<file path="config.mk">
export PLATFORM = sky130hd
export DESIGN_NAME = gbe_smul
export DESIGN_NICKNAME = d
export VERILOG_FILES = /design/src/hdl/gbe_smul.sv
export SDC_FILE = /design/constraint.sdc
export NUM_CORES = 1
export LEC_CHECK = 0
export BUFFER_PORTS_ARGS = -buffer_cell sky130_fd_sc_hd__buf_2
export CAP_MARGIN = 20
export CORE_MARGIN = 5
export CORE_UTILIZATION = 60
export CTS_BUF_LIST = sky130_fd_sc_hd__clkbuf_2 sky130_fd_sc_hd__clkbuf_4 sky130_fd_sc_hd__clkbuf_8
export DETAILED_ROUTE_END_ITERATION = 12
export PLACE_DENSITY = 0.86
export SLEW_MARGIN = 0
export SYNTH_ARGS = -nofsm -noshare
export SYNTH_HDL_FRONTEND = slang
export SYNTH_SLANG_ARGS = --single-unit
</file>
<file path="constraint.sdc">
create_clock -name clk -period 6 [get_ports clk]
set_input_delay 0.9 -clock clk [delete_from_list [all_inputs] [get_ports clk]]
set_output_delay 0.9 -clock clk [all_outputs]
set_load 0.1 [all_outputs]
</file>
<file path="src/hdl/gbe_smul.sv">
`default_nettype none
// ----------------------------------------------------------------------------
// gbe_smul: serial shift-add multiplier
// one multiplier bit per cycle, product width PW, multiplier width BW
// ----------------------------------------------------------------------------
module gbe_smul #(
	parameter int PW = 147,
	parameter int BW = 49
) (
	input  logic          clk,
	input  logic          arst_n,
	input  logic          start,
	input  logic [PW-1:0] a,
	input  logic [BW-1:0] b,
	output logic [PW-1:0] prod,
	output logic          done
);
	localparam int CW = (BW > 1) ? $clog2(BW) : 1;

	logic [PW-1:0] acc_q;
	logic [PW-1:0] a_q;
	logic [BW-1:0] b_q;
	logic [CW-1:0] cnt_q;
	logic          busy_q;
	logic          done_q;

	always_ff @(posedge clk or negedge arst_n) begin
		if (!arst_n) begin
			busy_q <= 1'b0;
			done_q <= 1'b0;
			cnt_q  <= '0;
		end else begin
			done_q <= 1'b0;
			if (start) begin
				busy_q <= 1'b1;
				cnt_q  <= '0;
			end else if (busy_q) begin
				cnt_q <= cnt_q + 1'b1;
				if (cnt_q == CW'(BW - 1)) begin
					busy_q <= 1'b0;
					done_q <= 1'b1;
				end
			end
		end
	end

	always_ff @(posedge clk) begin
		if (start) begin
			acc_q <= '0;
			a_q   <= a;
			b_q   <= b;
		end else if (busy_q) begin
			if (b_q[0])
				acc_q <= acc_q + a_q;
			a_q <= a_q << 1;
			b_q <= b_q >> 1;
		end
	end

	assign prod = acc_q;
	assign done = done_q;
endmodule
`default_nettype wire

</file>
==> flow_summary.yaml <==
run_status:
  status: "finished, final reports clean"
die:
  rows: 72
  core_area_um2: 38800
  die_area_um2: 43500
  initial_core_util_pct: 60.9
  die_h_um: 209
  io_pins: 347
  fp.dieW_um: 209
cells_and_area:
  final_layout_size_suffix_gt1_share_pct: 23.2
  fillers: 3119
  areaGrowthSynthToFinish_pct: 13.3
  utilization_pct: 69.0
  final_nets: 3282
setup_path:
  required_ns: 6.56
  cp_slowest_stage_delay_ns: 0.62
  r2r_start: "a_q[0]"
  slowest_stage: "nor4_2"
  critPathLaunchType: "flip-flop"
  end_kind: "flip-flop"
  reg2reg_slack_ns: 1.59
  cp_max_fo: 3
  rr_worst_depth: 14
  path_common_cell: "a21oi_1"
  cp.arrival_ns: 4.96
  crit_buf_inv: 1
  rr_endpoint: "prod[136]"
  worstPathCellList: "ha_1 -> inv_1 -> fa_1 -> nand2b_1 -> a21oi_1 -> o21ai_0 -> a21oi_1 -> o21a_1 -> o21ai_0 -> a21oi_1 -> nor4_2 -> nor4_1 -> or3_1 -> a32o_1"
  worst-setup-path-type: "reg2reg"
  path_delay_family: "compound AO/OA/AOI/OAI gates"
cts:
  cts_tree: "yes"
  post_cts_resize_count: 0
  cts-root-buf: "clkbuf_8"
  cts_sinks: 351
  ctsHoldBuffers: 0
  clockBufferDepth: 3
  cts_buffers: 59
  clk_pin_slew_ns: 0.07
  clk_latency_ns: 0.68
  htreeDepth: 2
  postCtsSetupBuffers: 0
synthesis:
  async_reset_ff_share_pct: 2.28
  avgSynthCellArea_um2: 8.86
  synth_ff_type: "edfxtp_1"
  yosys_register_bits: 351
  synth_cell_types: 81
  syn_area_um2: 23700
  synth_edf_count: 196
  synth-seq-area-share_pct: 38.2
  yosys_warnings: 0
  syn_nets: 3018
  synth_cells: 2670
drt:
  vias_per_cell: 6.37
  vias: 22300
  wirelength_um: 77800
  wire_per_inst_um: 22.2
  firstDrtPassIters: 6
  ant_nets: 0
  drc: 0
  drt_iter0_markers: 2086
placed_design:
  gp_congestion: 1.06
  port_buffers: 346
  dpl.hpwl_um: 59400
timing:
  post-route-period-util_pct: 73.4
  tightest_slew_ns: 1.06
  maxSlewHeadroom_pct: 29.4
  hold_viol_final: 0
  rsz0062_at_grt: "false"
  setup_violations: 0
  finalSetupTns_ns: 0
  skew_ns: 0.0250
  whs_ns: 0.0574
  max_freq_mhz: 227
  drv_slew: 0
  min_period_ns: 4.41
global_route:
  grt_pass1_vias: 21600
  grt_pass1_wl_um: 120000
  grt_start_max_net_pins: 126
  grt-ovfl-total: 0
  grt_usage_pct: 33.9
  antenna_found_initial: 1
power_and_ir_drop:
  p_per_area_nw_per_um2: 471
  p_leak_uw: 0.0113
  power_uw: 12600
  max-vdd-ir-drop_v: 0.000394
min_path:
  min_path_type: "in2async"
flow_run:
  drv_cap: 0
cell usage after synthesis (30+ instances only):
cell,number,area [µm²]
a21o_1,59,443
a21oi_1,335,1680
clkbuf_1,123,462
dfxtp_1,147,2940
edfxtp_1,196,5890
ha_1,148,1850
inv_1,48,180
mux2_2,194,2180
nand2_1,401,1510
nand3_1,30,150
nand4_1,92,576
nor2_1,170,638
nor3_1,41,205
o21ai_0,196,981
o21bai_1,49,368
xnor2_1,76,666
xor2_1,56,490
per-layer routing:
metal / global-route usage, % / part of all wire (%)
met2: 55.4 / 46
met1: 46.1 / 42
met5: 0 / 0.012
met3: 5.00 / 8.1
met4: 12.2 / 3.7
worst max-delay path by stage:
stage / from / to / slack (ns) / depth (start not counted)
after global placement: a_q[0] / prod[146] / 1.93 / 14
after CTS: a_q[13] / prod[146] / 1.80 / 11
after detailed placement: a_q[13] / prod[146] / 1.82 / 11
after floorplan: start / a_q[0] / 0.07 / 4
final: a_q[0] / prod[136] / 1.59 / 14
after global routing: a_q[12] / prod[146] / 1.33 / 11
per-stage QoR:
step / setup WS (ns) / cell area [µm²] / instances
after global placement: 1.93 / 25600 / 3391
after floorplan: 0.0688 / 23700 / 2670
after detailed placement: 1.82 / 25600 / 3391
after global routing: 1.33 / 26800 / 3502
final: 1.59 / 26800 / 3503
after CTS: 1.80 / 26800 / 3502
cells by family after synthesis:
logic type / synth area share [%]
AND/OR/NAND/NOR: 16.1
XOR/XNOR: 4.89
AO/OA/AOI/OAI: 20.2
adder cells (fa/ha/maj): 7.91
flip-flops: 38.2
buffers and inverters: 3.36
multiplexers: 9.40
state kept, by name, indices dropped and copies added (netlist names):
name and cells:
a_q 147, prod 147, b_q 49, cnt_q 6, busy_q 1, done 1
worst reg2reg max path, cell delays in order (launching register included):
cell      delay [ns]
edfxtp_1        0.40
ha_1            0.21
inv_1           0.07
fa_1            0.18
nand2b_1        0.16
a21oi_1         0.09
o21ai_0         0.58
a21oi_1         0.20
o21a_1          0.23
o21ai_0         0.48
a21oi_1         0.30
nor4_2          0.62
nor4_1          0.17
or3_1           0.36
a32o_1          0.26
cell type report:
class	instances	area, µm²	share of cell area [%]
Multi-Input combinational cell	2116	13800	51.7
Sequential cell	351	9030	33.7
Timing Repair Buffer	358	1840	6.88
Clock buffer	98	1150	4.31
Tap cell	518	648	2.42
Inverter	48	188	0.700
Clock inverter	13	92.6	0.345
Antenna cell	1	2.50	0.00933
power by group:
part,total (µW),switching [µW],internal (µW)
sequential,3350,357,2990
clock,2290,1030,1250
combinational,6990,5100,1880
cells in the final DEF, fill, tap and decap left out, drive strengths merged, types with 5 or more instances in the layout:
master / n
a211oi: 10
a21boi: 8
a21o: 59
a21oi: 335
a221oi: 11
a31oi: 16
and2: 11
and3: 10
buf: 358
clkbuf: 98
clkinv: 9
dfrtp: 8
dfxtp: 147
edfxtp: 196
ha: 148
inv: 50
mux2: 194
nand2: 404
nand2b: 11
nand3: 30
nand4: 92
nor2: 170
nor2b: 5
nor3: 41
nor4: 15
o2111ai: 6
o211ai: 13
o21a: 24
o21ai: 203
o21bai: 49
o31a: 5
o31ai: 19
or2: 9
or3: 22
or4: 7
xnor2: 76
xor2: 56
Power figures use the tool's default switching activity.
