File: src/hdl/gbe_sqrt.sv
`default_nettype none
// ----------------------------------------------------------------------------
// gbe_sqrt: digit-by-digit integer square root
// one root bit per cycle from two radicand bits, floor result
// ----------------------------------------------------------------------------
module gbe_sqrt #(
	parameter int RW = 49
) (
	input  logic            clk,
	input  logic            arst_n,
	input  logic            start,
	input  logic [2*RW-1:0] rad,
	output logic [RW-1:0]   root,
	output logic            done
);
	localparam int CW = (RW > 1) ? $clog2(RW) : 1;

	logic [2*RW-1:0] rad_q;
	logic [RW+1:0]   rem_q;
	logic [RW-1:0]   root_q;
	logic [CW-1:0]   cnt_q;
	logic            busy_q;
	logic            done_q;
	logic [RW+3:0]   rem_w;
	logic [RW+3:0]   trial;
	logic [RW+3:0]   rem_nx;
	logic            ge;

	always_comb begin
		rem_w  = {rem_q, rad_q[2*RW-1 -: 2]};
		trial  = (RW+4)'({root_q, 2'b01});
		ge     = (rem_w >= trial);
		rem_nx = ge ? (rem_w - trial) : rem_w;
	end

	always_ff @(posedge clk or negedge arst_n) begin
		if (!arst_n) begin
			busy_q <= 1'b0;
			done_q <= 1'b0;
			cnt_q  <= '0;
		end else begin
			done_q <= 1'b0;
			if (start) begin
				busy_q <= 1'b1;
				cnt_q  <= '0;
			end else if (busy_q) begin
				cnt_q <= cnt_q + 1'b1;
				if (cnt_q == CW'(RW - 1)) begin
					busy_q <= 1'b0;
					done_q <= 1'b1;
				end
			end
		end
	end

	always_ff @(posedge clk) begin
		if (start) begin
			rad_q  <= rad;
			rem_q  <= '0;
			root_q <= '0;
		end else if (busy_q) begin
			rad_q  <= rad_q << 2;
			rem_q  <= rem_nx[RW+1:0];
			root_q <= {root_q[RW-2:0], ge};
		end
	end

	assign root = root_q;
	assign done = done_q;
endmodule
`default_nettype wire

File: config.mk
export PLATFORM = sky130hd
export DESIGN_NAME = gbe_sqrt
export DESIGN_NICKNAME = d
export VERILOG_FILES = /design/src/hdl/gbe_sqrt.sv
export SDC_FILE = /design/constraint.sdc
export NUM_CORES = 1
export LEC_CHECK = 0
export ABC_AREA = 1
export BUFFER_PORTS_ARGS = -buffer_cell sky130_fd_sc_hd__buf_2
export CELL_PAD_IN_SITES_DETAIL_PLACEMENT = 1
export CELL_PAD_IN_SITES_GLOBAL_PLACEMENT = 1
export CORE_UTILIZATION = 40
export CTS_BUF_LIST = sky130_fd_sc_hd__clkbuf_2
export CTS_CLUSTER_DIAMETER = 80
export DETAILED_ROUTE_END_ITERATION = 12
export GPL_TIMING_DRIVEN = 0
export HOLD_SLACK_MARGIN = 0.02
export PLACE_DENSITY = 0.87
export SYNTH_ARGS = -nofsm -noshare
export SYNTH_HDL_FRONTEND = slang
export SYNTH_SLANG_ARGS = --single-unit
File: constraint.sdc
create_clock -name clk -period 3.9 [get_ports clk]
set_input_delay 0.585 -clock clk [delete_from_list [all_inputs] [get_ports clk]]
set_output_delay 0.585 -clock clk [all_outputs]
set_load 0.03 [all_outputs]
==> metrics.yaml <==
drt:
  first_pass_iters: 7
  wl_mm: 54.5
  drt_iter0_drc: 966
  wire_per_inst_um: 21.3
  drc: 0
  routed_via_density: 5.38
  num_vias: 13800
  ant_nets: 0
sta:
  tightest_slew_ps: 950
  finalCritPeriodShare: 0.767
  holdWs_ps: 401
  slew_headroom: 0.366
  layout_setup_ws_ps: 909
  setup_viol: 0
  slew_viol_final: 0
  clock.fmax_ghz: 0.334
  finalCriticalPeriod_ps: 2990
  grt_setup_unrepaired: "no"
  fin_setup_tns_ps: 0
  finalHoldViolCount: 0
  clock_skew_ps: 166
clock_network:
  cts-root-buf: "clkbuf_2"
  cts_hold_buf: 100
  cts_tree: "done"
  cts_sinks: 206
  cts-resized-gates: 0
  numCtsBuffers: 54
  post_cts_buffers: 0
  clk_latency_ps: 1020
  path_clk_slew_ps: 110
  clk_path_buf_depth: 3
  htree_levels: 2
final_layout:
  fillers: 4069
  area_growth_pct: 22.3
  fin_area_um2: 15400
  final_cells: 2558
  drive_gt1_frac: 0.136
  layout.nets: 2269
  multi_input_area_um2: 6160
  regArea_um2: 5140
synthesis:
  yosysWarnings: 0
  synth_edf_count: 98
  synth.avg_cell_area_um2: 6.95
  synthCells: 1809
  synth_area_leaders: "edfxtp_1 23%, nand2_1 22%, dfxtp_1 16%"
  netlist-cell-type-count: 45
  synth_top_area_cell: "edfxtp_1"
  ys_seq_area_frac: 0.409
  synth-seq-cells: 206
  synth_ff_type: "dfxtp_1"
  synth.net_count: 1963
  synth_area_um2: 12600
  netlist.area_leader.share: 0.234
  synth-async-reset-ratio: 0.0388
critical_path:
  cp_data_required_time_ps: 4710
  end_kind: "register"
  worstPathArrival_ps: 3800
  start_kind: "register"
  cp_max_fo: 10
  r2r_slack_ps: 910
  path_class: "reg2reg"
power_and_ir_drop:
  p_leak_nw: 8.09
  power_density_nw_per_um2: 768
  ir_worst_vdd_mv: 0.285
place:
  placed_area_um2: 13900
  dpl.cell_count: 2355
  port_buffers: 149
  place_hpwl_mm: 34.1
  gp_congestion: 0.932
  pre_cts_ws_ps: 1050
die:
  core_um2: 30700
  die_area_um2: 32200
  num_rows: 64
  ioPinCount: 151
  die_w_um: 179
  initial_core_util: 0.409
  die_h_um: 179
global_routing:
  antenna_found_initial: 4
  grt_pass1_wl_mm: 82.8
  grt_pass1_vias: 14800
  grt_use_total: 0.343
  grt-ovfl-total: 0
  grt_start_max_net_pins: 55
flow_run:
  cap_violations: 0
outcome:
  status: "finished, final reports clean"
worst_hold_path:
  min_path_type: "reg2reg"
## cell type report
| class | instances | share of cell area |
|---|---|---|
| Clock inverter | 25 | 0.00984 |
| Inverter | 262 | 0.0639 |
| Sequential cell | 206 | 0.334 |
| Buffer | 60 | 0.0191 |
| Antenna cell | 2 | 0.000325 |
| Timing Repair Buffer | 250 | 0.115 |
| Multi-Input combinational cell | 1281 | 0.400 |
| Tap cell | 396 | 0.0322 |
| Clock buffer | 76 | 0.0247 |
## worst paths after layout
path                       cells past startpoint       from        end
max in group asynchronous                      3     arst_n       done
min in group asynchronous                      3     arst_n   cnt_q[2]
min                                            2  rem_q[10]  rem_q[12]
max                                           16   root[18]  rem_q[11]
max reg2reg                                   16   root[18]  rem_q[11]
min reg2reg                                    2  rem_q[10]  rem_q[12]
## layer usage
layer,track usage,up-vias,routed length (um)
met1,0.394,6607,21600
li1,-,6395,-
met4,0.208,0,3390
met5,0,-,0
met3,0.0726,192,3570
met2,0.584,558,26000
## sequential cells by signal, summed over array words and instances, names as in the netlist
| name | flops |
|---|---|
| rad_q | 98 |
| rem_q | 51 |
| root | 49 |
| cnt_q | 6 |
| busy_q | 1 |
| done | 1 |
## synthesized netlist by cell type (11+ instances only)
master and instances:
xnor2_1 12, nor3_1 13, nand2_1 733, nand3_1 105, xor2_1 11, dfxtp_1 100
o21ai_0 24, o22ai_1 48, o21ai_1 15, or2_1 13, edfxtp_1 98, inv_1 251
a21oi_1 63, clkbuf_1 42, nor2_1 99, nand4_1 32, ha_1 53
## cells by family after synthesis
| logic type | count (synthesis) | share of synthesized area |
|---|---|---|
| and+or+nand+nor | 1036 | 0.345 |
| buffers and inverters | 322 | 0.101 |
| DFF | 206 | 0.409 |
| AOI/OAI and AO/OA | 169 | 0.0758 |
| adders and majority gates | 53 | 0.0527 |
| xor gates and xnor gates | 23 | 0.0160 |
## through the flow
step,util,total power [mW]
finish,0.500,11.8
global route,0.500,12.6
CTS,0.500,11.5
detailed placement,0.450,9.68
global placement,0.450,9.44
floorplan,-,7.60
## critical path: stages, from the launching register on
cell	delay (ps)
dfxtp_1	350
inv_1	80
ha_1	380
nand2_1	150
inv_1	50
nand2_1	60
nand2_1	100
a21oi_1	280
nand3_2	260
nand2_1	160
inv_1	50
nor2_1	150
buf_2	380
nand4_1	130
nand3_1	110
nand2_1	70
inv_1	60
## power breakdown
part           internal (mW)  total [mW]  leakage, nW  switching, mW
combinational           2.31        7.16         5.70           4.85
sequential              2.60        2.85         2.00          0.257
clock                  0.625        1.81        0.392           1.18
total                   5.53        11.8         8.09           6.29
## cells in the final DEF (no fill, tap or decap), types with 24 or more instances in the layout
| master | count |
|---|---|
| ha_1 | 53 |
| dfxtp_1 | 100 |
| nand3_1 | 105 |
| clkbuf_1 | 41 |
| clkbuf_2 | 78 |
| buf_2 | 156 |
| nand2_1 | 733 |
| dlygate4sd3_1 | 100 |
| o22ai_1 | 48 |
| o21ai_0 | 24 |
| nand4_1 | 32 |
| edfxtp_1 | 98 |
| nor2_1 | 99 |
| a21oi_1 | 63 |
| inv_1 | 251 |
Power figures use the tool's default switching activity.
