===== src/hdl/gbe_div.sv =====
`default_nettype none
// ----------------------------------------------------------------------------
// gbe_div: restoring divider, one quotient bit per cycle
// divisor comes in pre-aligned to the top quotient bit and moves right
// ----------------------------------------------------------------------------
module gbe_div #(
	parameter int DW = 195,
	parameter int QW = 49
) (
	input  logic          clk,
	input  logic          arst_n,
	input  logic          start,
	input  logic [DW-1:0] num,
	input  logic [DW-1:0] den_al,
	output logic [QW-1:0] quo,
	output logic          done
);
	localparam int CW = (QW > 1) ? $clog2(QW) : 1;

	logic [DW-1:0] rem_q;
	logic [DW-1:0] d_q;
	logic [QW-1:0] quo_q;
	logic [CW-1:0] cnt_q;
	logic          busy_q;
	logic          done_q;
	logic          ge;

	assign ge = (rem_q >= d_q);

	always_ff @(posedge clk or negedge arst_n) begin
		if (!arst_n) begin
			busy_q <= 1'b0;
			done_q <= 1'b0;
			cnt_q  <= '0;
		end else begin
			done_q <= 1'b0;
			if (start) begin
				busy_q <= 1'b1;
				cnt_q  <= '0;
			end else if (busy_q) begin
				cnt_q <= cnt_q + 1'b1;
				if (cnt_q == CW'(QW - 1)) begin
					busy_q <= 1'b0;
					done_q <= 1'b1;
				end
			end
		end
	end

	always_ff @(posedge clk) begin
		if (start) begin
			rem_q <= num;
			d_q   <= den_al;
			quo_q <= '0;
		end else if (busy_q) begin
			if (ge)
				rem_q <= rem_q - d_q;
			d_q   <= d_q >> 1;
			quo_q <= {quo_q[QW-2:0], ge};
		end
	end

	assign quo  = quo_q;
	assign done = done_q;
endmodule
`default_nettype wire


===== config.mk =====
export PLATFORM = sky130hd
export DESIGN_NAME = gbe_div
export DESIGN_NICKNAME = d
export VERILOG_FILES = /design/src/hdl/gbe_div.sv
export SDC_FILE = /design/constraint.sdc
export NUM_CORES = 1
export LEC_CHECK = 0
export BUFFER_PORTS_ARGS = -buffer_cell sky130_fd_sc_hd__buf_2
export CAP_MARGIN = 40
export CORE_ASPECT_RATIO = 1.2
export CORE_MARGIN = 2
export CORE_UTILIZATION = 25
export DETAILED_ROUTE_END_ITERATION = 8
export GPL_TIMING_DRIVEN = 0
export MAX_ROUTING_LAYER = met4
export PLACE_DENSITY_LB_ADDON = 0.12
export SYNTH_ARGS = -nofsm -noshare
export SYNTH_HDL_FRONTEND = slang
export SYNTH_SLANG_ARGS = --single-unit

===== constraint.sdc =====
create_clock -name clk -period 27.7 [get_ports clk]
set_input_delay 2.77 -clock clk [delete_from_list [all_inputs] [get_ports clk]]
set_output_delay 2.77 -clock clk [all_outputs]
set_load 0.01 [all_outputs]

==> summary.md, run 1 <==
| Metric | Value |
|---|---|
| Final cell count without fillers | 6113 |
| Post-Syn Nets | 4435 |
| DP Wirelength | 111000 um |
| Highest Clock Rate | 156 MHz |
| Critical-path maximum fanout | 8 |
| Vias post-DR | 30100 |
| Router iterations before antenna repair | 5 |
| Starting DRT DRC Count | 1966 |
| First-pass GRT wire length | 197000 um |
| Die area | 132000 um2 |
| Critical path class | reg2reg |
| Total GRT Usage | 20.5% |
| Clock skew | 0.0200 ns |
| Setup TNS | 0 ns |
| Register bit total from synthesis | 447 |
| Largest net degree at the start of global routing | 58 |
| Drt total wl | 135000 um |
| Met2 GRT Util | 34.9% |
| Postcts setup bufs | 0 |
| Final hold vios | 0 |
| Clock Latency Late Sink | 0.68 ns |
| CTS H-tree depth | 2 |
| Area of the core | 128000 um2 |
| Post-CTS sizing | 0 |
| Die Width | 331 um |
| DIE HEIGHT | 397 um |
| Place WS | 20.86 ns |
| Post-synth top area share | 36.4% |
| Clock buffer depth | 3 |
| CP Capture Type | flip-flop |
| Placed Area | 36900 um2 |
| Max Cap Violations | 0 |
| P_leak | 16.4 nW |
| Top post-synthesis cells by count | 649 x nand2_1, 527 x o21ai_0, 390 x edfxtp_1 |
| Final core area utilization | 30.2% |
| Fin crit period | 6.39 ns |
| TritonCTS clock tree | yes |
| Worst Max-Slew Pin Slew | 0.899 ns |
| Synth cell types | 86 |
| Share of cells above drive strength 1 | 14.4% |
| Status | completed |
| # hold bufs at CTS | 0 |
| RSZ-0062 raised after global routing | no |
| Worst VDD drop | 60.2 uV |
| Met1 track demand over resource | 26.1% |
| Mapped Cells | 3844 |
| Max-slew headroom | 39.8% |
| Overall Power | 4.37 mW |
| Root buffer cell | clkbuf_16 |
| Initial cell density of the core | 25.1% |
| GPL Wtd Cong | 0.914 |
| Largest area contributor in the netlist | edfxtp_1 |
| Post-synthesis sequential area ratio | 40.1% |
| Tcrit/Tclk final | 23.1% |
| Worst Hold Class | reg2reg |
| Num ports | 443 |
| CP arrival | 6.76 ns |
| Row count | 144 |
| Final WS setup | 21.31 ns |
| Post-Syn Area | 32200 um2 |
| Clk sink count | 447 |
| Via/cell ratio | 4.92 |
| Synthesis warning total | 0 |
| Placed cells | 6005 |
| Count leader, synth | nand2_1 |
| Cts bufs inserted | 57 |
| Crit path launch type | flip-flop |
| Area Growth Syn to Fin | 20.4% |
| WL/cell | 22.1 um |
| Async SR Flop Fraction | 1.79% |
| Clock transition at path regs | 0.06 ns |
| Worst EP required | 28.07 ns |
| Mapped Avg Cell Area | 8.37 um2 |
| Final Max Tran Viols | 0 |
| Remaining DRCs | 0 |
| Antenna Violating Nets Remaining | 0 |
| EDFF count, synth | 390 |
| Pwr per Cell Area | 113 nW/um2 |
| FILL cells | 14100 |
| NumNets Final | 4977 |
| Total gr overflow | 0 |
| Initial antenna violation count | 15 |
| Most area-consuming cells after synthesis | edfxtp_1 36%, o21ai_0 8.2%, ha_1 7.7% |
| Primary FF master, synth | edfxtp_1 |
| Number of I/O port buffers | 441 |
| Number of global-route vias before repair | 30500 |
| Final count of negative-setup-slack endpoints | 0 |
| Worst hold slack | 0.493 ns |
| Setup slack, reg-to-reg | 21.31 ns |
| Global routing's busiest layer | met2 |
| Met3 usage | 2.22% |
| Fin area | 38700 um2 |
## per-layer routing
layer	part of all wire [%]	wire length, um	up-vias
li1	-	-	14800
met5	0	0	-
met4	2.4	3200	0
met1	45	60700	14400
met3	4.1	5550	148
met2	49	65400	669
## area by class of cell
cell class / instances / area (um2) / share of cell area [%]
antenna: 2 / 5.00 / 0.0129
buffer: 206 / 818 / 2.11
clock buffer: 72 / 1560 / 4.02
clock inverter: 33 / 273 / 0.704
inverter: 272 / 1020 / 2.64
multi-input combinational: 2919 / 17400 / 45.0
sequential: 447 / 12900 / 33.3
tap: 1679 / 2100 / 5.42
timing repair buffer: 483 / 2620 / 6.77
## where the power goes
group          internal [mW]  leakage, nW  switching, mW
clock                  0.425        0.904          0.332
combinational          0.887         10.8           1.68
sequential             0.994         4.67         0.0567
## path summary, 6_finish.rpt
check,startpoint,to,depth (start not counted)
setup / recovery,rem_q[68],rem_q[95],23
hold / removal,quo[48],quo[48],2
setup reg to reg,rem_q[68],rem_q[95],23
hold reg to reg,quo[48],quo[48],2
max in group asynchronous,arst_n,cnt_q[4],1
min in group asynchronous,arst_n,cnt_q[1],1
## placed cells by master, fill, tap and decap left out, types with 53 or more instances in the layout
master     count
nand2_1      648
mux2i_1       53
inv_1        272
o21bai_1      79
xor2_1        73
clkbuf_1     169
clkbuf_16     57
o21ai_0      527
xnor2_1      113
buf_2        460
a21oi_1      344
a21o_1        92
edfxtp_1     390
nor2_1       255
ha_1         197
nand4_1      102
## critical path, cell delays in order (launching register included)
cell and delay, ns:
edfxtp_1 0.37, ha_1 0.29, buf_2 0.17, and4_1 0.30
nand2_1 0.13, nor4_1 0.64, nand3_1 0.31, nor2_1 0.17
o2111ai_1 0.14, nand3_1 0.36, a21oi_1 0.25, buf_4 0.24
o22ai_1 0.23, o21ai_1 0.13, a21oi_1 0.67, o211ai_1 0.17
o211ai_1 0.19, buf_6 0.19, buf_4 0.15, buf_4 0.18
buf_4 0.20, buf_4 0.19, buf_4 0.20, buf_4 0.20
## registers in the layout, summed over array words and instances (netlist names)
signal / count
busy_q: 1
cnt_q: 6
d_q: 195
done: 1
quo: 49
rem_q: 195
## cells by family (layout without fill, tap and decap cells)
logic type / Yosys count / count (layout) / synth area share (%)
simple gates: 1197 / 1197 / 16.3
xor+xnor: 186 / 186 / 5.07
mux: 58 / 58 / 1.82
other cells: 0 / 2 / 0
buf+inv: 478 / 1066 / 5.69
fa+ha+maj: 198 / 198 / 7.73
compound gates: 1280 / 1280 / 23.3
flops: 447 / 447 / 40.1
Power figures use the tool's default switching activity.
==> inputs of run 2 (changes only) <==
==> constraint.sdc (replaced) <==
create_clock -name clk -period 5.6 [get_ports clk]
set_input_delay 0.56 -clock clk [delete_from_list [all_inputs] [get_ports clk]]
set_output_delay 0.56 -clock clk [all_outputs]
set_load 0.01 [all_outputs]
==> run 2 against run 1 <==
Effect of this change:
- clock-buffer cell count increased by 1
- largest cell class unchanged
- critical path depth decreased by 7
- sequential power increased to 5.0 times the previous value
- worst setup slack got worse by 21 ns
==> summary.md, run 2 (synthesis gave the netlist of run 1 again) <==
| Metric | Value |
|---|---|
| Total gr overflow | 0 (unchanged) |
| Worst VDD drop | 285 uV (was 60.2 uV) |
| Top delay family on crit path | compound AO/OA/AOI/OAI gates (was simple AND/OR/NAND/NOR gates) |
| Vias post-DR | 30300 (was 30100) |
| P_leak | 16.6 nW (was 16.4 nW) |
| Worst setup path endpoint | rem_q[180] (was rem_q[95]) |
| DR WL met3 | 5380 um (was 5550 um) |
| Clock buffer depth | 3 (unchanged) |
| Starting DRT DRC Count | 1770 (was 1966) |
| Overall Power | 22.2 mW (was 4.37 mW) |
| Total GRT Usage | 20.4% (was 20.5%) |
| Most frequent cells in the layout | 647 x nand2_1, 527 x o21ai_0, 460 x buf_2 (was 648 x nand2_1, 527 x o21ai_0, 460 x buf_2) |
| Drt total wl | 134000 um (was 135000 um) |
| Sequential share of power | 23.4% (was 24.0%) |
| Worst reg2reg path depth | 16 (was 23) |
| Clk pwr share | 18.2% (was 17.3%) |
| Worst Max-Slew Pin Slew | 0.806 ns (was 0.899 ns) |
| Row count | 144 (unchanged) |
| Cts bufs inserted | 59 (was 57) |
| Commonest non-fill, non-tap cell in the layout | nand2_1 (unchanged) |
| Clock Latency Late Sink | 0.68 ns (about the same) |
| Final WS setup | 0.249 ns (was 21.31 ns) |
| CP arrival | 5.77 ns (was 6.76 ns) |
| Setup slack, reg-to-reg | 0.25 ns (was 21.31 ns) |
| Num ports | 443 (unchanged) |
| Router iterations before antenna repair | 5 (unchanged) |
| Crit path buf inv count | 2 (was 9) |
| Placed Area | 37100 um2 (was 36900 um2) |
| DP Wirelength | 111000 um (about the same) |
| Clock skew | 0.0306 ns (was 0.0200 ns) |
| Comb power frac | 58.4% (was 58.7%) |
| Crit path top cell by count | inv_1 (was buf_4) |
| Area Growth Syn to Fin | 22.2% (was 20.4%) |
| Tcrit/Tclk final | 95.6% (was 23.1%) |
| Worst-path cell chain | inv_1 > ha_1 > inv_1 > fa_1 > a21o_1 > a221oi_2 > o21ai_1 > a221oi_4 > nor2_1 > o211ai_1 > a2111o_1 > a211oi_1 > nor3_4 > o21bai_1 > and4_1 > nor3_1 (was ha_1 > buf_2 > and4_1 > nand2_1 > nor4_1 > nand3_1 > nor2_1 > o2111ai_1 > nand3_1 > a21oi_1 > buf_4 > o22ai_1 > o21ai_1 > a21oi_1 > o211ai_1 > o211ai_1 > buf_6 > buf_4 > buf_4 > buf_4 > buf_4 > buf_4 > buf_4) |
| Share of cells above drive strength 1 | 15.8% (was 14.4%) |
| Setup TNS | 0 ns (unchanged) |
| Initial cell density of the core | 25.1% (unchanged) |
| Root buffer cell | clkbuf_16 (unchanged) |
| Switching pwr | 10.4 mW (was 2.07 mW) |
| RSZ-0062 raised after global routing | no (unchanged) |
| DIE HEIGHT | 397 um (unchanged) |
| Pwr per Cell Area | 565 nW/um2 (was 113 nW/um2) |
| DR top layer | met4 (unchanged) |
| Place WS | -0.767 ns (was 20.86 ns) |
| Status | completed (unchanged) |
| Area of the core | 128000 um2 (unchanged) |
| Largest net degree at the start of global routing | 60 (was 58) |
| Critical-path maximum fanout | 5 (was 8) |
| Remaining DRCs | 0 (unchanged) |
| Fin crit period | 5.35 ns (was 6.39 ns) |
| Clk sink count | 447 (unchanged) |
| Antenna Violating Nets Remaining | 0 (unchanged) |
| Fin area | 39300 um2 (was 38700 um2) |
| Max Cap Violations | 0 (unchanged) |
| GPL Wtd Cong | 0.906 (was 0.914) |
| Int Power | 11.8 mW (was 2.31 mW) |
| Final count of negative-setup-slack endpoints | 0 (unchanged) |
| Max-slew headroom | 45.8% (was 39.8%) |
| Number of global-route vias before repair | 30600 (was 30500) |
| Met2 wire length | 65100 um (was 65400 um) |
| CP peak stage delay | 0.52 ns (was 0.67 ns) |
| Slowest CP cell | a221oi_4 (was a21oi_1) |
| Die area | 132000 um2 (unchanged) |
| Number of I/O port buffers | 441 (unchanged) |
| First-pass GRT wire length | 197000 um (about the same) |
| WL/cell | 21.9 um (was 22.1 um) |
| Wire length on met1 | 60700 um (about the same) |
| Setup crit start | rem_q[0] (was rem_q[68]) |
| Highest Clock Rate | 187 MHz (was 156 MHz) |
| Crit path launch type | flip-flop (unchanged) |
| Final Max Tran Viols | 0 (unchanged) |
| Levels on crit path | 16 (was 23) |
| Initial antenna violation count | 19 (was 15) |
| Clock transition at path regs | 0.07 ns (was 0.06 ns) |
| Crit Reg-Reg Endpoint | rem_q[180] (was rem_q[95]) |
| Switching Fraction | 46.7% (was 47.3%) |
| Via/cell ratio | 4.95 (was 4.92) |
| CTS H-tree depth | 2 (unchanged) |
| Final hold vios | 0 (unchanged) |
| Worst EP required | 6.02 ns (was 28.07 ns) |
| NumNets Final | 4980 (was 4977) |
| R2r startpoint | rem_q[0] (was rem_q[68]) |
| Worst hold slack | 0.169 ns (was 0.493 ns) |
| CP Capture Type | flip-flop (unchanged) |
| Die Width | 331 um (unchanged) |
| Critical path class | reg2reg (unchanged) |
| TritonCTS clock tree | yes (unchanged) |
| Worst Hold Class | in2reg (was reg2reg) |
-- run 2: cell count changes in the layout (fill, tap and decap cells not counted), moves of 4 or more --
cell	before	now
clkbuf_2	8	19
nor2_1	255	251
nor4_1	16	12
buf_4	33	38
diode_2	2	10
clkbuf_1	169	142
clkbuf_16	57	63
nor2_2	0	4
ha_1	197	190
ha_4	0	4
-- run 2: power groups by stage --
stage               combinational, mW  clock, mW  sequential (mW)
floorplan                        8.85          0             5.41
global placement                 12.5          0             5.43
detailed placement               12.8          0             5.28
CTS                              12.9       4.17             5.21
global route                     14.4       4.27             5.30
finish                           13.0       4.04             5.20
-- run 2: timing repair --
action,CTS,global route
pin swaps,2,3
gates resized for setup,8,10
endpoints found under the setup margin,160,71
hold buffers,1,0
buffers inserted,1,5
endpoints found under the hold margin,8,0
-- run 2: metrics by stage --
| step | instances | util, % |
|---|---|---|
| floorplan | 3844 | - |
| global placement | 5964 | 28.6 |
| detailed placement | 6008 | 29.0 |
| CTS | 6122 | 30.6 |
| global route | 6121 | 30.7 |
| finish | 6129 | 30.7 |
-- run 2: final cells by class --
cell class | count | area (um2)
Antenna cell | 10 | 25.0
Buffer | 198 | 886
Clock buffer | 73 | 1630
Clock inverter | 39 | 383
Fill cell | 14100 | 88800
Inverter | 272 | 1020
Multi-Input combinational cell | 2919 | 17600
Sequential cell | 447 | 12900
Tap cell | 1679 | 2100
Timing Repair Buffer | 492 | 2710
-- run 2: routing by layer --
layer	vias to the layer above	global-route usage [%]
met5	-	-
met4	0	4.82
met3	155	2.05
met2	727	34.6
met1	14600	26.3
li1	14900	-
-- run 2: worst reg2reg max path, stage by stage, from the launching register on --
cell and delay, ns:
edfxtp_1 0.36, inv_1 0.06, ha_1 0.16, inv_1 0.05, fa_1 0.40, a21o_1 0.23
a221oi_2 0.48, o21ai_1 0.27, a221oi_4 0.52, nor2_1 0.23, o211ai_1 0.44, a2111o_1 0.40
a211oi_1 0.18, nor3_4 0.47, o21bai_1 0.26, and4_1 0.26, nor3_1 0.33
-- run 2: worst min path at each step --
| stage | from | endpoint | slack (ns) | cells after the start |
|---|---|---|---|---|
| after detailed placement | arst_n | busy_q | 0.42 | 1 |
| after global routing | den_al[35] | d_q[35] | 0.14 | 3 |
| after floorplan | arst_n | busy_q | 0.26 | 0 |
| final | den_al[154] | d_q[154] | 0.17 | 3 |
| after global placement | arst_n | busy_q | 0.41 | 1 |
| after CTS | den_al[165] | d_q[165] | 0.1 | 3 |
